## src/design/ffx_pkg.sv

```systemverilog
// Shared types, character codes and reset constants for the form field extractor.
// Used by every module of the block; depends on nothing.
package ffx_pkg;

    localparam int MAX_NAME_BYTES = 8;
    localparam int QUEUE_DEPTH    = 4;

    localparam int NAME_W  = 64;
    localparam int LEN_W   = 4;
    localparam int LIMIT_W = 20;

    // Character codes
    localparam logic [7:0] CH_PCT   = 8'h25;
    localparam logic [7:0] CH_PLUS  = 8'h2B;
    localparam logic [7:0] CH_EQ    = 8'h3D;
    localparam logic [7:0] CH_AMP   = 8'h26;
    localparam logic [7:0] CH_A_LO  = 8'h61;
    localparam logic [7:0] CH_F_LO  = 8'h66;
    localparam logic [7:0] CH_A_UP  = 8'h41;
    localparam logic [7:0] CH_F_UP  = 8'h46;
    localparam logic [7:0] CH_0     = 8'h30;
    localparam logic [7:0] CH_9     = 8'h39;
    localparam logic [7:0] CH_SPACE = 8'h20;

    // Register reset values
    localparam logic [NAME_W-1:0]  NAME_RESET  = 64'd1752457584;
    localparam logic [LEN_W-1:0]   LEN_RESET   = 4'd4;
    localparam logic               PLUS_RESET  = 1'b1;
    localparam logic [LIMIT_W-1:0] LIMIT_RESET = 20'd511;

    typedef enum logic [1:0] {
        CFG_FIELD_NAME    = 2'd0,
        CFG_NAME_LENGTH   = 2'd1,
        CFG_PLUS_TO_SPACE = 2'd2,
        CFG_VALUE_LIMIT   = 2'd3
    } t_cfg_reg;

    typedef enum logic [1:0] {
        PH_KEY   = 2'd0,
        PH_SKIP  = 2'd1,
        PH_VALUE = 2'd2,
        PH_DONE  = 2'd3
    } t_phase;

    typedef enum logic [1:0] {
        ST_OK       = 2'd0,
        ST_NOTFOUND = 2'd1,
        ST_BADHEX   = 2'd2,
        ST_TOOLONG  = 2'd3
    } t_status;

    typedef struct packed {
        logic [7:0] body_byte;
        logic       last_byte;
    } t_in_item;

    typedef struct packed {
        logic [7:0] out_byte;
        logic       has_byte;
        logic       done_res;
        logic [1:0] status;
    } t_out_item;

    // Classified request as it waits between front and back
    typedef struct packed {
        logic [7:0] body_byte;
        logic       last_byte;
        logic       is_amp;
        logic       is_eq;
        logic       is_pct;
        logic       is_plus;
        logic       hex_ok;
        logic [3:0] hex_val;
    } t_class;

    typedef struct packed {
        logic [LEN_W-1:0]   key_length;
        logic               plus_to_space;
        logic [LIMIT_W-1:0] value_limit;
    } t_cfg;

endpackage

```

## src/design/ffx_front.sv

```systemverilog
// Front end: accepts body bytes and classifies them (separators, escapes, hex digits).
// Uses ffx_pkg types; feeds ffx_queue.
module ffx_front (
    input  logic             i_in_valid,
    input  ffx_pkg::t_in_item i_in,
    output logic             o_in_stall,
    input  logic             i_q_full,
    output logic             o_push,
    output ffx_pkg::t_class  o_push_item
);

    logic       is_dec;
    logic       is_lo;
    logic       is_up;
    logic [7:0] digit;

    assign o_in_stall = i_q_full;
    assign o_push     = i_in_valid && !i_q_full;

    always_comb begin
        is_dec = (i_in.body_byte >= ffx_pkg::CH_0)    && (i_in.body_byte <= ffx_pkg::CH_9);
        is_lo  = (i_in.body_byte >= ffx_pkg::CH_A_LO) && (i_in.body_byte <= ffx_pkg::CH_F_LO);
        is_up  = (i_in.body_byte >= ffx_pkg::CH_A_UP) && (i_in.body_byte <= ffx_pkg::CH_F_UP);
        if (is_lo) begin
            digit = i_in.body_byte - ffx_pkg::CH_A_LO + 8'd10;
        end else if (is_up) begin
            digit = i_in.body_byte - ffx_pkg::CH_A_UP + 8'd10;
        end else begin
            digit = i_in.body_byte - ffx_pkg::CH_0;
        end

        o_push_item.body_byte = i_in.body_byte;
        o_push_item.last_byte = i_in.last_byte;
        o_push_item.is_amp    = (i_in.body_byte == ffx_pkg::CH_AMP);
        o_push_item.is_eq     = (i_in.body_byte == ffx_pkg::CH_EQ);
        o_push_item.is_pct    = (i_in.body_byte == ffx_pkg::CH_PCT);
        o_push_item.is_plus   = (i_in.body_byte == ffx_pkg::CH_PLUS);
        o_push_item.hex_ok    = is_dec || is_lo || is_up;
        o_push_item.hex_val   = digit[3:0];
    end

endmodule

```

## src/design/ffx_queue.sv

```systemverilog
// Short request queue between the classifying front and the decoding back.
// Uses ffx_pkg::t_class; depth comes from the top level.
module ffx_queue #(
    parameter int DEPTH = ffx_pkg::QUEUE_DEPTH
) (
    input  logic            i_clk,
    input  logic            i_rst_n,
    input  logic            i_push,
    input  ffx_pkg::t_class i_push_item,
    output logic            o_full,
    output logic            o_head_valid,
    output ffx_pkg::t_class o_head_item,
    input  logic            i_pop
);

    localparam int PTR_W = (DEPTH > 1) ? $clog2(DEPTH) : 1;
    localparam int CNT_W = $clog2(DEPTH + 1);
    localparam logic [PTR_W-1:0] LAST_PTR = PTR_W'(DEPTH - 1);
    localparam logic [CNT_W-1:0] FULL_CNT = CNT_W'(DEPTH);

    ffx_pkg::t_class  r_mem [DEPTH];
    logic [PTR_W-1:0] r_wr_ptr, n_wr_ptr;
    logic [PTR_W-1:0] r_rd_ptr, n_rd_ptr;
    logic [CNT_W-1:0] r_count,  n_count;
    logic             do_pop;

    assign o_full       = (r_count == FULL_CNT);
    assign o_head_valid = (r_count != '0);
    assign o_head_item  = r_mem[r_rd_ptr];
    assign do_pop       = i_pop && o_head_valid;

    always_comb begin
        n_wr_ptr = r_wr_ptr;
        n_rd_ptr = r_rd_ptr;
        n_count  = r_count;
        if (i_push) begin
            n_wr_ptr = (r_wr_ptr == LAST_PTR) ? '0 : r_wr_ptr + PTR_W'(1);
        end
        if (do_pop) begin
            n_rd_ptr = (r_rd_ptr == LAST_PTR) ? '0 : r_rd_ptr + PTR_W'(1);
        end
        if (i_push && !do_pop) begin
            n_count = r_count + CNT_W'(1);
        end else if (!i_push && do_pop) begin
            n_count = r_count - CNT_W'(1);
        end
    end

    always_ff @(posedge i_clk) begin
        if (!i_rst_n) begin
            r_wr_ptr <= '0;
            r_rd_ptr <= '0;
            r_count  <= '0;
        end else begin
            r_wr_ptr <= n_wr_ptr;
            r_rd_ptr <= n_rd_ptr;
            r_count  <= n_count;
        end
    end

    always_ff @(posedge i_clk) begin
        if (i_push) begin
            r_mem[r_wr_ptr] <= i_push_item;
        end
    end

endmodule

```

## src/design/ffx_back.sv

```systemverilog
// Back end: key matching, percent decoding and status generation, one request per commit.
// Uses ffx_pkg types; drains ffx_queue and owns the output register and its hold stage.
module ffx_back #(
    parameter int MAX_NAME_BYTES = ffx_pkg::MAX_NAME_BYTES
) (
    input  logic                          i_clk,
    input  logic                          i_rst_n,
    input  ffx_pkg::t_cfg                 i_cfg,
    input  logic [8*MAX_NAME_BYTES-1:0]   i_field_name,
    input  logic                          i_q_valid,
    input  ffx_pkg::t_class               i_q_item,
    output logic                          o_q_pop,
    output logic                          o_out_valid,
    output ffx_pkg::t_out_item            o_out,
    input  logic                          i_out_stall
);

    localparam int IDX_W = (MAX_NAME_BYTES > 1) ? $clog2(MAX_NAME_BYTES) : 1;
    localparam logic [ffx_pkg::LEN_W-1:0] MAX_LEN = ffx_pkg::LEN_W'(MAX_NAME_BYTES);

    // State
    ffx_pkg::t_phase    r_phase, n_phase;
    logic [3:0]         r_kpos,  n_kpos;
    logic               r_kmis,  n_kmis;
    logic [1:0]         r_pcnt,  n_pcnt;
    logic [7:0]         r_pch,   n_pch;
    logic               r_pch_plus,   n_pch_plus;
    logic               r_pch_hex_ok, n_pch_hex_ok;
    logic [3:0]         r_pch_hex,    n_pch_hex;
    logic [19:0]        r_dcnt,  n_dcnt;
    logic               r_out_v,  n_out_v;
    ffx_pkg::t_out_item r_out,    n_out;
    logic               r_hold_v, n_hold_v;
    ffx_pkg::t_out_item r_hold,   n_hold;

    // Plan for the head request
    logic [MAX_NAME_BYTES-1:0][7:0] name_bytes;
    logic [3:0]         klen;
    logic [7:0]         want;
    logic               key_match;
    logic [7:0]         plain_b;
    logic [7:0]         plain_pch;
    ffx_pkg::t_phase    go_phase;
    logic [1:0]         nb;
    logic [7:0]         b0, b1;
    logic               fin_req;
    ffx_pkg::t_status   fin_st;
    logic [3:0]         p_kpos;
    logic               p_kmis;
    logic [1:0]         p_pcnt;
    logic [7:0]         p_pch;
    logic               p_pch_plus;
    logic               p_pch_hex_ok;
    logic [3:0]         p_pch_hex;
    logic [19:0]        dcnt_base;

    // Emission
    logic [19:0]        c1, c2;
    logic               tl1, tl2;
    logic [1:0]         emitted;
    logic               fin;
    ffx_pkg::t_status   st_out;
    logic [1:0]         nres;
    ffx_pkg::t_out_item res0, res1;
    logic               out_free;
    logic               commit;
    logic               clear_body;

    assign name_bytes = i_field_name;
    assign klen       = (i_cfg.key_length > MAX_LEN) ? MAX_LEN : i_cfg.key_length;
    assign want       = name_bytes[r_kpos[IDX_W-1:0]];
    assign key_match  = !r_kmis && (r_kpos == klen);
    assign plain_b    = (i_q_item.is_plus && i_cfg.plus_to_space) ? ffx_pkg::CH_SPACE
                                                                  : i_q_item.body_byte;
    assign plain_pch  = (r_pch_plus && i_cfg.plus_to_space) ? ffx_pkg::CH_SPACE : r_pch;

    always_comb begin
        go_phase     = r_phase;
        nb           = 2'd0;
        b0           = ffx_pkg::CH_PCT;
        b1           = plain_pch;
        fin_req      = 1'b0;
        fin_st       = ffx_pkg::ST_OK;
        p_kpos       = r_kpos;
        p_kmis       = r_kmis;
        p_pcnt       = r_pcnt;
        p_pch        = r_pch;
        p_pch_plus   = r_pch_plus;
        p_pch_hex_ok = r_pch_hex_ok;
        p_pch_hex    = r_pch_hex;
        dcnt_base    = r_dcnt;
        case (r_phase)
            ffx_pkg::PH_KEY: begin
                if (i_q_item.is_amp) begin
                    fin_req = 1'b1;
                    fin_st  = ffx_pkg::ST_NOTFOUND;
                end else if (i_q_item.is_eq) begin
                    if (key_match) begin
                        go_phase  = ffx_pkg::PH_VALUE;
                        dcnt_base = '0;
                        p_pcnt    = 2'd0;
                        fin_req   = i_q_item.last_byte;
                        fin_st    = ffx_pkg::ST_OK;
                    end else begin
                        go_phase = ffx_pkg::PH_SKIP;
                        fin_req  = i_q_item.last_byte;
                        fin_st   = ffx_pkg::ST_NOTFOUND;
                    end
                end else begin
                    if (r_kpos < klen) begin
                        if (want != i_q_item.body_byte) begin
                            p_kmis = 1'b1;
                        end
                        p_kpos = r_kpos + 4'd1;
                    end else begin
                        p_kmis = 1'b1;
                    end
                    fin_req = i_q_item.last_byte;
                    fin_st  = ffx_pkg::ST_NOTFOUND;
                end
            end
            ffx_pkg::PH_SKIP: begin
                if (i_q_item.last_byte) begin
                    fin_req = 1'b1;
                    fin_st  = ffx_pkg::ST_NOTFOUND;
                end else if (i_q_item.is_amp) begin
                    go_phase = ffx_pkg::PH_KEY;
                    p_kpos   = 4'd0;
                    p_kmis   = 1'b0;
                end
            end
            ffx_pkg::PH_VALUE: begin
                if (i_q_item.is_amp) begin
                    // flush a dangling escape literally, then close ok
                    nb      = r_pcnt;
                    fin_req = 1'b1;
                    p_pcnt  = 2'd0;
                end else if (r_pcnt == 2'd0) begin
                    if (r_dcnt >= i_cfg.value_limit) begin
                        fin_req = 1'b1;
                        fin_st  = ffx_pkg::ST_TOOLONG;
                    end else if (i_q_item.is_pct) begin
                        p_pcnt = 2'd1;
                        if (i_q_item.last_byte) begin
                            nb      = 2'd1;
                            fin_req = 1'b1;
                            p_pcnt  = 2'd0;
                        end
                    end else begin
                        nb      = 2'd1;
                        b0      = plain_b;
                        fin_req = i_q_item.last_byte;
                    end
                end else if (r_pcnt == 2'd1) begin
                    p_pcnt       = 2'd2;
                    p_pch        = i_q_item.body_byte;
                    p_pch_plus   = i_q_item.is_plus;
                    p_pch_hex_ok = i_q_item.hex_ok;
                    p_pch_hex    = i_q_item.hex_val;
                    if (i_q_item.last_byte) begin
                        nb      = 2'd2;
                        b1      = plain_b;
                        fin_req = 1'b1;
                        p_pcnt  = 2'd0;
                    end
                end else begin
                    p_pcnt = 2'd0;
                    if (!(r_pch_hex_ok && i_q_item.hex_ok)) begin
                        fin_req = 1'b1;
                        fin_st  = ffx_pkg::ST_BADHEX;
                    end else begin
                        nb      = 2'd1;
                        b0      = {r_pch_hex, i_q_item.hex_val};
                        fin_req = i_q_item.last_byte;
                    end
                end
            end
            default: begin
                // finished body: ignore until the last byte
            end
        endcase
    end

    // Each emitted byte bumps the count; reaching the limit cuts the list and ends the body
    always_comb begin
        c1      = dcnt_base + 20'd1;
        c2      = dcnt_base + 20'd2;
        tl1     = (nb != 2'd0) && (c1 >= i_cfg.value_limit);
        tl2     = (nb == 2'd2) && !tl1 && (c2 >= i_cfg.value_limit);
        emitted = tl1 ? 2'd1 : nb;
        fin     = tl1 || tl2 || fin_req;
        st_out  = (tl1 || tl2) ? ffx_pkg::ST_TOOLONG : fin_st;
        if (emitted != 2'd0) begin
            nres = emitted;
        end else begin
            nres = fin ? 2'd1 : 2'd0;
        end

        if (emitted != 2'd0) begin
            res0.out_byte = b0;
            res0.has_byte = 1'b1;
            res0.done_res = fin && (emitted == 2'd1);
            res0.status   = (fin && (emitted == 2'd1)) ? st_out : ffx_pkg::ST_OK;
        end else begin
            res0.out_byte = 8'd0;
            res0.has_byte = 1'b0;
            res0.done_res = 1'b1;
            res0.status   = st_out;
        end
        res1.out_byte = b1;
        res1.has_byte = 1'b1;
        res1.done_res = fin;
        res1.status   = fin ? st_out : ffx_pkg::ST_OK;
    end

    assign out_free   = !r_out_v || !i_out_stall;
    assign commit     = i_q_valid && ((nres == 2'd0) || (!r_hold_v && out_free));
    assign o_q_pop    = commit;
    assign clear_body = i_q_item.last_byte && (fin || (r_phase == ffx_pkg::PH_DONE));

    // Next phase
    always_comb begin
        if (clear_body) begin
            n_phase = ffx_pkg::PH_KEY;
        end else if (fin || (r_phase == ffx_pkg::PH_DONE)) begin
            n_phase = ffx_pkg::PH_DONE;
        end else begin
            n_phase = go_phase;
        end
    end

    // Next per-body state
    always_comb begin
        if (clear_body) begin
            n_kpos = 4'd0;
            n_kmis = 1'b0;
            n_pcnt = 2'd0;
            n_dcnt = '0;
        end else begin
            n_kpos = p_kpos;
            n_kmis = p_kmis;
            n_pcnt = p_pcnt;
            n_dcnt = dcnt_base + {18'd0, emitted};
        end
        n_pch        = p_pch;
        n_pch_plus   = p_pch_plus;
        n_pch_hex_ok = p_pch_hex_ok;
        n_pch_hex    = p_pch_hex;
    end

    // Output register and hold stage for the second result of a request
    always_comb begin
        n_out_v  = r_out_v;
        n_out    = r_out;
        n_hold_v = r_hold_v;
        n_hold   = r_hold;
        if (out_free) begin
            if (r_hold_v) begin
                n_out    = r_hold;
                n_out_v  = 1'b1;
                n_hold_v = 1'b0;
            end else if (commit && (nres != 2'd0)) begin
                n_out    = res0;
                n_out_v  = 1'b1;
                n_hold_v = (nres == 2'd2);
                n_hold   = res1;
            end else begin
                n_out_v = 1'b0;
            end
        end
    end

    always_ff @(posedge i_clk) begin
        if (!i_rst_n) begin
            r_phase  <= ffx_pkg::PH_KEY;
            r_kpos   <= 4'd0;
            r_kmis   <= 1'b0;
            r_pcnt   <= 2'd0;
            r_dcnt   <= '0;
            r_out_v  <= 1'b0;
            r_hold_v <= 1'b0;
        end else begin
            if (commit) begin
                r_phase <= n_phase;
                r_kpos  <= n_kpos;
                r_kmis  <= n_kmis;
                r_pcnt  <= n_pcnt;
                r_dcnt  <= n_dcnt;
            end
            r_out_v  <= n_out_v;
            r_hold_v <= n_hold_v;
        end
    end

    always_ff @(posedge i_clk) begin
        if (commit) begin
            r_pch        <= n_pch;
            r_pch_plus   <= n_pch_plus;
            r_pch_hex_ok <= n_pch_hex_ok;
            r_pch_hex    <= n_pch_hex;
        end
        r_out  <= n_out;
        r_hold <= n_hold;
    end

    assign o_out_valid = r_out_v;
    assign o_out       = r_out;

    a_hold_behind_out: assert property (@(posedge i_clk) disable iff (!i_rst_n)
        r_hold_v |-> r_out_v)
        else $error("hold stage full while output register empty");

    a_no_escape_outside_value: assert property (@(posedge i_clk) disable iff (!i_rst_n)
        (r_phase == ffx_pkg::PH_KEY || r_phase == ffx_pkg::PH_SKIP) |-> (r_pcnt == 2'd0))
        else $error("pending escape outside a value");

    a_escape_bound: assert property (@(posedge i_clk) disable iff (!i_rst_n)
        r_pcnt != 2'd3)
        else $error("pending escape count out of range");

    a_done_after_final: assert property (@(posedge i_clk) disable iff (!i_rst_n)
        (commit && fin && !i_q_item.last_byte) |=> (r_phase == ffx_pkg::PH_DONE))
        else $error("body not closed after its final result");

    a_second_result_held: assert property (@(posedge i_clk) disable iff (!i_rst_n)
        (commit && nres == 2'd2) |=> r_hold_v)
        else $error("second result of a request lost");

endmodule

```

## src/design/form_field_extractor_core.sv

```systemverilog
// Top level of the form field extractor: configuration registers and the front/queue/back chain.
// Depends on ffx_pkg, ffx_front, ffx_queue and ffx_back.
//
// Feed the url-encoded form body one byte per request on the input channel, with last_byte set
// on the final byte. The block looks for the first key=value pair whose key equals field_name
// (field_name_length characters, first character in the lowest byte) and streams out the
// percent-decoded value one byte per result, then a closing result with done_res set and the
// status: ok, key not found, bad hex digit after '%', or value too long (decoded count reached
// value_limit). When the last value byte and the end coincide they share one result. Bytes
// after the closing result produce nothing; the byte carrying last_byte rearms the block for
// the next body. Throughput is one input byte per clock until the queue is full: the front
// classifies each byte on acceptance and pushes it into a QUEUE_DEPTH-entry queue; the back
// commits one queued request per clock unless the output is busy. A two-result request (a
// dangling "%x" flushed at the end of a value) holds the back until its second result leaves
// the one-entry hold stage; the output register drains one result per clock when not stalled.
// Results pass a queue entry and the output register, which drives the output valid. The input
// stall rises only when the queue is full. Write the configuration only while no body is in
// flight; the configuration channel is always ready and writes take effect on the next request.
module form_field_extractor_core #(
    parameter int MAX_NAME_BYTES = ffx_pkg::MAX_NAME_BYTES,
    parameter int QUEUE_DEPTH    = ffx_pkg::QUEUE_DEPTH
) (
    input  logic                       i_clk,
    input  logic                       i_rst_n,
    // body byte channel
    input  logic                       i_in_valid,
    output logic                       o_in_stall,
    input  ffx_pkg::t_in_item          i_in,
    // result channel
    output logic                       o_out_valid,
    input  logic                       i_out_stall,
    output ffx_pkg::t_out_item         o_out,
    // configuration write channel
    input  logic                       i_cfg_valid,
    output logic                       o_cfg_ready,
    input  logic [1:0]                 i_cfg_index,
    input  logic [ffx_pkg::NAME_W-1:0] i_cfg_data
);

    localparam int NAME_BITS = 8 * MAX_NAME_BYTES;

    // Configuration registers; only the key bytes the back can compare are kept
    logic [NAME_BITS-1:0] r_field_name;
    ffx_pkg::t_cfg        r_cfg;

    logic                 q_full;
    logic                 q_push;
    ffx_pkg::t_class      q_push_item;
    logic                 q_head_valid;
    ffx_pkg::t_class      q_head_item;
    logic                 q_pop;

    // Always ready: each accepted write goes straight into its register
    assign o_cfg_ready = 1'b1;

    always_ff @(posedge i_clk) begin
        if (!i_rst_n) begin
            r_field_name        <= ffx_pkg::NAME_RESET[NAME_BITS-1:0];
            r_cfg.key_length    <= ffx_pkg::LEN_RESET;
            r_cfg.plus_to_space <= ffx_pkg::PLUS_RESET;
            r_cfg.value_limit   <= ffx_pkg::LIMIT_RESET;
        end else if (i_cfg_valid && o_cfg_ready) begin
            case (ffx_pkg::t_cfg_reg'(i_cfg_index))
                ffx_pkg::CFG_FIELD_NAME: begin
                    r_field_name <= i_cfg_data[NAME_BITS-1:0];
                end
                ffx_pkg::CFG_NAME_LENGTH: begin
                    r_cfg.key_length <= i_cfg_data[ffx_pkg::LEN_W-1:0];
                end
                ffx_pkg::CFG_PLUS_TO_SPACE: begin
                    r_cfg.plus_to_space <= i_cfg_data[0];
                end
                ffx_pkg::CFG_VALUE_LIMIT: begin
                    r_cfg.value_limit <= i_cfg_data[ffx_pkg::LIMIT_W-1:0];
                end
                default: begin
                    // no register at this index: drop the write
                end
            endcase
        end
    end

    // Classify each accepted byte on its way into the queue
    ffx_front u_front (
        .i_in_valid  (i_in_valid),
        .i_in        (i_in),
        .o_in_stall  (o_in_stall),
        .i_q_full    (q_full),
        .o_push      (q_push),
        .o_push_item (q_push_item)
    );

    // Decouple acceptance from decoding so each side stalls on its own
    ffx_queue #(
        .DEPTH (QUEUE_DEPTH)
    ) u_queue (
        .i_clk        (i_clk),
        .i_rst_n      (i_rst_n),
        .i_push       (q_push),
        .i_push_item  (q_push_item),
        .o_full       (q_full),
        .o_head_valid (q_head_valid),
        .o_head_item  (q_head_item),
        .i_pop        (q_pop)
    );

    // Match the key, decode the value and produce results
    ffx_back #(
        .MAX_NAME_BYTES (MAX_NAME_BYTES)
    ) u_back (
        .i_clk        (i_clk),
        .i_rst_n      (i_rst_n),
        .i_cfg        (r_cfg),
        .i_field_name (r_field_name),
        .i_q_valid    (q_head_valid),
        .i_q_item     (q_head_item),
        .o_q_pop      (q_pop),
        .o_out_valid  (o_out_valid),
        .o_out        (o_out),
        .i_out_stall  (i_out_stall)
    );

endmodule

```

## config.mk

```make
export PLATFORM = sky130hd
export DESIGN_NAME = form_field_extractor_core
export DESIGN_NICKNAME = d
export VERILOG_FILES = /design/src/design/ffx_pkg.sv /design/src/design/ffx_front.sv /design/src/design/ffx_queue.sv /design/src/design/ffx_back.sv /design/src/design/form_field_extractor_core.sv
export SDC_FILE = /design/constraint.sdc
export NUM_CORES = 1
export LEC_CHECK = 0
export ABC_AREA = 1
export BUFFER_PORTS_ARGS = -buffer_cell sky130_fd_sc_hd__buf_2
export CAP_MARGIN = 15
export CELL_PAD_IN_SITES_DETAIL_PLACEMENT = 1
export CELL_PAD_IN_SITES_GLOBAL_PLACEMENT = 2
export CORE_MARGIN = 1
export CORE_UTILIZATION = 37
export CTS_CLUSTER_SIZE = 40
export DETAILED_ROUTE_END_ITERATION = 16
export PLACE_DENSITY_LB_ADDON = 0.1
export SETUP_SLACK_MARGIN = 0.05
export SYNTH_ARGS = -nofsm -noshare
export SYNTH_HDL_FRONTEND = slang
export SYNTH_SLANG_ARGS = --single-unit
```

## constraint.sdc

```tcl
create_clock -name i_clk -period 7 [get_ports i_clk]
set_input_delay 0.35 -clock i_clk [delete_from_list [all_inputs] [get_ports i_clk]]
set_output_delay 0.35 -clock i_clk [all_outputs]
set_load 0.01 [all_outputs]
```

==> impl_metrics.yaml <==
run_status:
  run_status: "finished, final reports clean"
pwr:
  p_per_area_nw_per_um2: 396
  design_power_total_uw: 6030
  cellLeakagePower_uw: 0.00653
  max_vdd_drop_mv: 0.216
clock_tree:
  clk-insertion-delay-late_ps: 590
  clock_sinks: 238
  ctsResizeCount: 0
  numCtsBuffers: 29
  root_buffer: "sky130_fd_sc_hd__clkbuf_16"
  cts.clk_slew.worst_paths_ps: 60
  htreeDepth: 1
  clock_tree_from_tritoncts: "yes"
  cts_max_path_buffers: 3
  post-cts-setup-buffers: 0
sta:
  tns_ps: 0
  fin_crit_sh: 0.864
  timing.final.max_slew_violations: 0
  fin_crit_ps: 6050
  final_hold_viol_count: 0
  unrepaired_setup_endpoints_after_global_routing: "false"
  max_slew.worst_pin.slew_ps: 1040
  timing.clock.skew_ps: 16.2
  relSlewSlack: 0.297
  setup_viol: 0
  achievable-frequency_ghz: 0.165
floorplan:
  floorplan.initialDensity: 0.376
  floorplan.die.width_um: 190
  count_of_standard_cell_rows: 68
  design.die.area_sq_um: 36000
  io_pins: 95
  die-height_um: 190
  floorplan.core_area_sq_um: 34600
worst_setup_path:
  start_kind: "flop"
  crit_path_max_fanout: 36
  biggest_cell_delay_along_the_critical_path_ps: 680
  end_kind: "flop"
  reg2regPathDepth: 29
  critPathSlowestCell: "sky130_fd_sc_hd__dfxtp_1"
  worstPathRequired_ps: 7450
  critical-path-top-cell-by-count: "sky130_fd_sc_hd__nor2_1"
  worst_ep_arrival_time_ps: 6500
  timing.setup.critical_path_class: "flop to flop"
  timing.reg2reg.setup_slack_ps: 950
  r2r-end: "u_back.r_dcnt[16]"
final_layout:
  finalNetCount: 1873
  layout.cell_area.non_filler_sq_um: 15200
  synthToLayoutAreaGrowth_pct: 16.7
  mostFrequentLayoutCell: "sky130_fd_sc_hd__nor2_1"
  antenna-diode-count: 0
  final_cell_mix: "sky130_fd_sc_hd__nor2_1 (278), sky130_fd_sc_hd__nand2_1 (231), sky130_fd_sc_hd__o21ai_0 (176)"
  post_route_cells_drive_above_1_share: 0.129
logic_synthesis:
  combined_area_of_all_synthesized_cells_sq_um: 13000
  ys_seq_area_frac: 0.449
  ys_types: 56
  synth-edff-count: 109
  number_of_cells_produced_by_synthesis: 1601
  ys_ff_latch: 238
  postSynth.topFlopCell: "sky130_fd_sc_hd__dfxtp_1"
  mappedNetlistNets: 1762
  syn_area_per_cell_sq_um: 8.14
  ys_warn_count: 0
  async_flop_share: 0
drt:
  route.antenna.remaining_nets: 0
  totalWireLength_um: 41400
  route.vias.total: 11200
  drt-met1-wl_um: 20100
  detail_route.vias_per_cell: 5.12
  wl_met2_um: 19300
  drc_errors: 0
  dr.max_layer_used: "met4"
  route.detailed.wl_per_inst_um: 18.9
  met3WireLength_um: 1060
  dr.pass1.iters: 4
  drt_iter0_drc: 509
hold_path:
  min_delay_worst_endpoint: "r_field_name[48]"
  hold_depth: 3
  min_from: "i_cfg_data[48]"
  worstHoldPathType: "input pin to flop"
global_route:
  globalRouteTotalUtil: 0.234
  antenna_violations_before_repair: 0
  gr-total-overflow: 0
  number_of_global_route_vias_before_repair: 11500
  wire_length_of_the_first_global_routing_pass_um: 65300
  grt_start_max_net_pins: 69
placed_design:
  place_area_sq_um: 13900
  place_congestion: 0.905
  numPortBuffers: 93
  detailed_place_hpwl_um: 30500
flow_run:
  cap_viol_max_count: 0
==> area by class of cell <==
class / count / area, sq um
clock buffer: 30 / 729
timing repair buffer: 144 / 933
sequential: 238 / 5860
clock inverter: 24 / 274
tap: 455 / 569
inverter: 164 / 621
fill: 4207 / 19400
multi-input combinational: 1135 / 6230
==> where the power goes <==
group	total (uW)	switching, uW	internal, uW
clock network	1580	635	947
logic	2550	1770	780
registers	1900	149	1750
==> critical path, delay by kind of cell, from the launching register on <==
family	cells	cell delay, ps
and+or+nand+nor	14	2490
AOI/OAI and AO/OA	5	620
adders and majority gates	3	1000
xor gates and xnor gates	2	330
buffers and inverters	5	770
DFF	1	680
==> state kept, by name, summed over array words and instances, names as in the netlist, 2 cells and up, named ones only <==
name and count:
u_queue.r_rd_ptr 2, u_queue.r_wr_ptr 2, u_queue.r_mem 72, u_queue.r_count 3, u_back.r_pch_hex 4, r_cfg 25, u_back.r_pcnt 2, r_field_name 64
u_back.r_dcnt 20, u_back.r_kpos 4, u_back.r_hold 11, u_back.o_out 12, u_back.r_pch 8, u_back.r_phase 2
==> cell usage after synthesis (14+ instances only) <==
library cell / count / area share
sky130_fd_sc_hd__inv_2: 15 / 0.0043
sky130_fd_sc_hd__a21oi_1: 96 / 0.037
sky130_fd_sc_hd__nand4_1: 17 / 0.0082
sky130_fd_sc_hd__inv_1: 147 / 0.042
sky130_fd_sc_hd__edfxtp_1: 109 / 0.25
sky130_fd_sc_hd__nand3_1: 64 / 0.025
sky130_fd_sc_hd__nor3_1: 14 / 0.0054
sky130_fd_sc_hd__dfxtp_1: 129 / 0.20
sky130_fd_sc_hd__o21ai_1: 19 / 0.0073
sky130_fd_sc_hd__o22ai_1: 20 / 0.0096
sky130_fd_sc_hd__o21ai_0: 176 / 0.068
sky130_fd_sc_hd__nand2_1: 231 / 0.067
sky130_fd_sc_hd__clkbuf_1: 40 / 0.012
sky130_fd_sc_hd__nor2_1: 278 / 0.080
sky130_fd_sc_hd__xor2_1: 35 / 0.024
sky130_fd_sc_hd__ha_1: 79 / 0.076
==> worst max-delay path by stage <==
stage	start	end	slack, ps	cells after the start
2_1_floorplan	u_back.r_kpos[0]	u_queue.r_count[2]	1860	33
3_3_place_gp	r_cfg[21]	u_back.o_out[5]	1230	21
3_5_place_dp	r_cfg[21]	u_back.r_dcnt[16]	950	29
4_1_cts	flop	u_back.r_dcnt[16]	910	29
5_1_grt	flop	u_back.r_dcnt[16]	410	29
6_report	flop	u_back.r_dcnt[16]	950	29
==> cell families (layout without fill, tap and decap cells) <==
family,count (synthesis),after routing,synth area share
AO/OA/AOI/OAI,362,362,0.155
adder cells (fa/ha/maj),81,81,0.0789
other,1,1,0.000288
XOR/XNOR,42,42,0.0282
flip-flops,238,238,0.449
buffers and inverters,228,362,0.0730
AND/OR/NAND/NOR,649,649,0.215
==> layer usage <==
metal,GRT usage,vias to the layer above
met5,0,-
met4,0.0608,0
met3,0.0266,54
met2,0.394,136
met1,0.317,5401
li1,-,5626
==> metrics by stage <==
| step | instances | hold WS (ps) | worst slack [ps] | utilization |
|---|---|---|---|---|
| floorplan | 1601 | 422 | 1860 | - |
| global placement | 2102 | 442 | 1230 | 0.400 |
| detailed placement | 2102 | 445 | 945 | 0.400 |
| CTS | 2190 | 0.535 | 914 | 0.439 |
| global route | 2190 | 15.1 | 415 | 0.439 |
| finish | 2190 | 28.7 | 950 | 0.439 |
==> timing repair <==
item / 4_1_cts / 5_1_grt
setup endpoints to repair: 0 / 0
hold endpoints to repair: 37 / 0
hold buffers: 34 / 0
(Power assumes the default switching activity.)
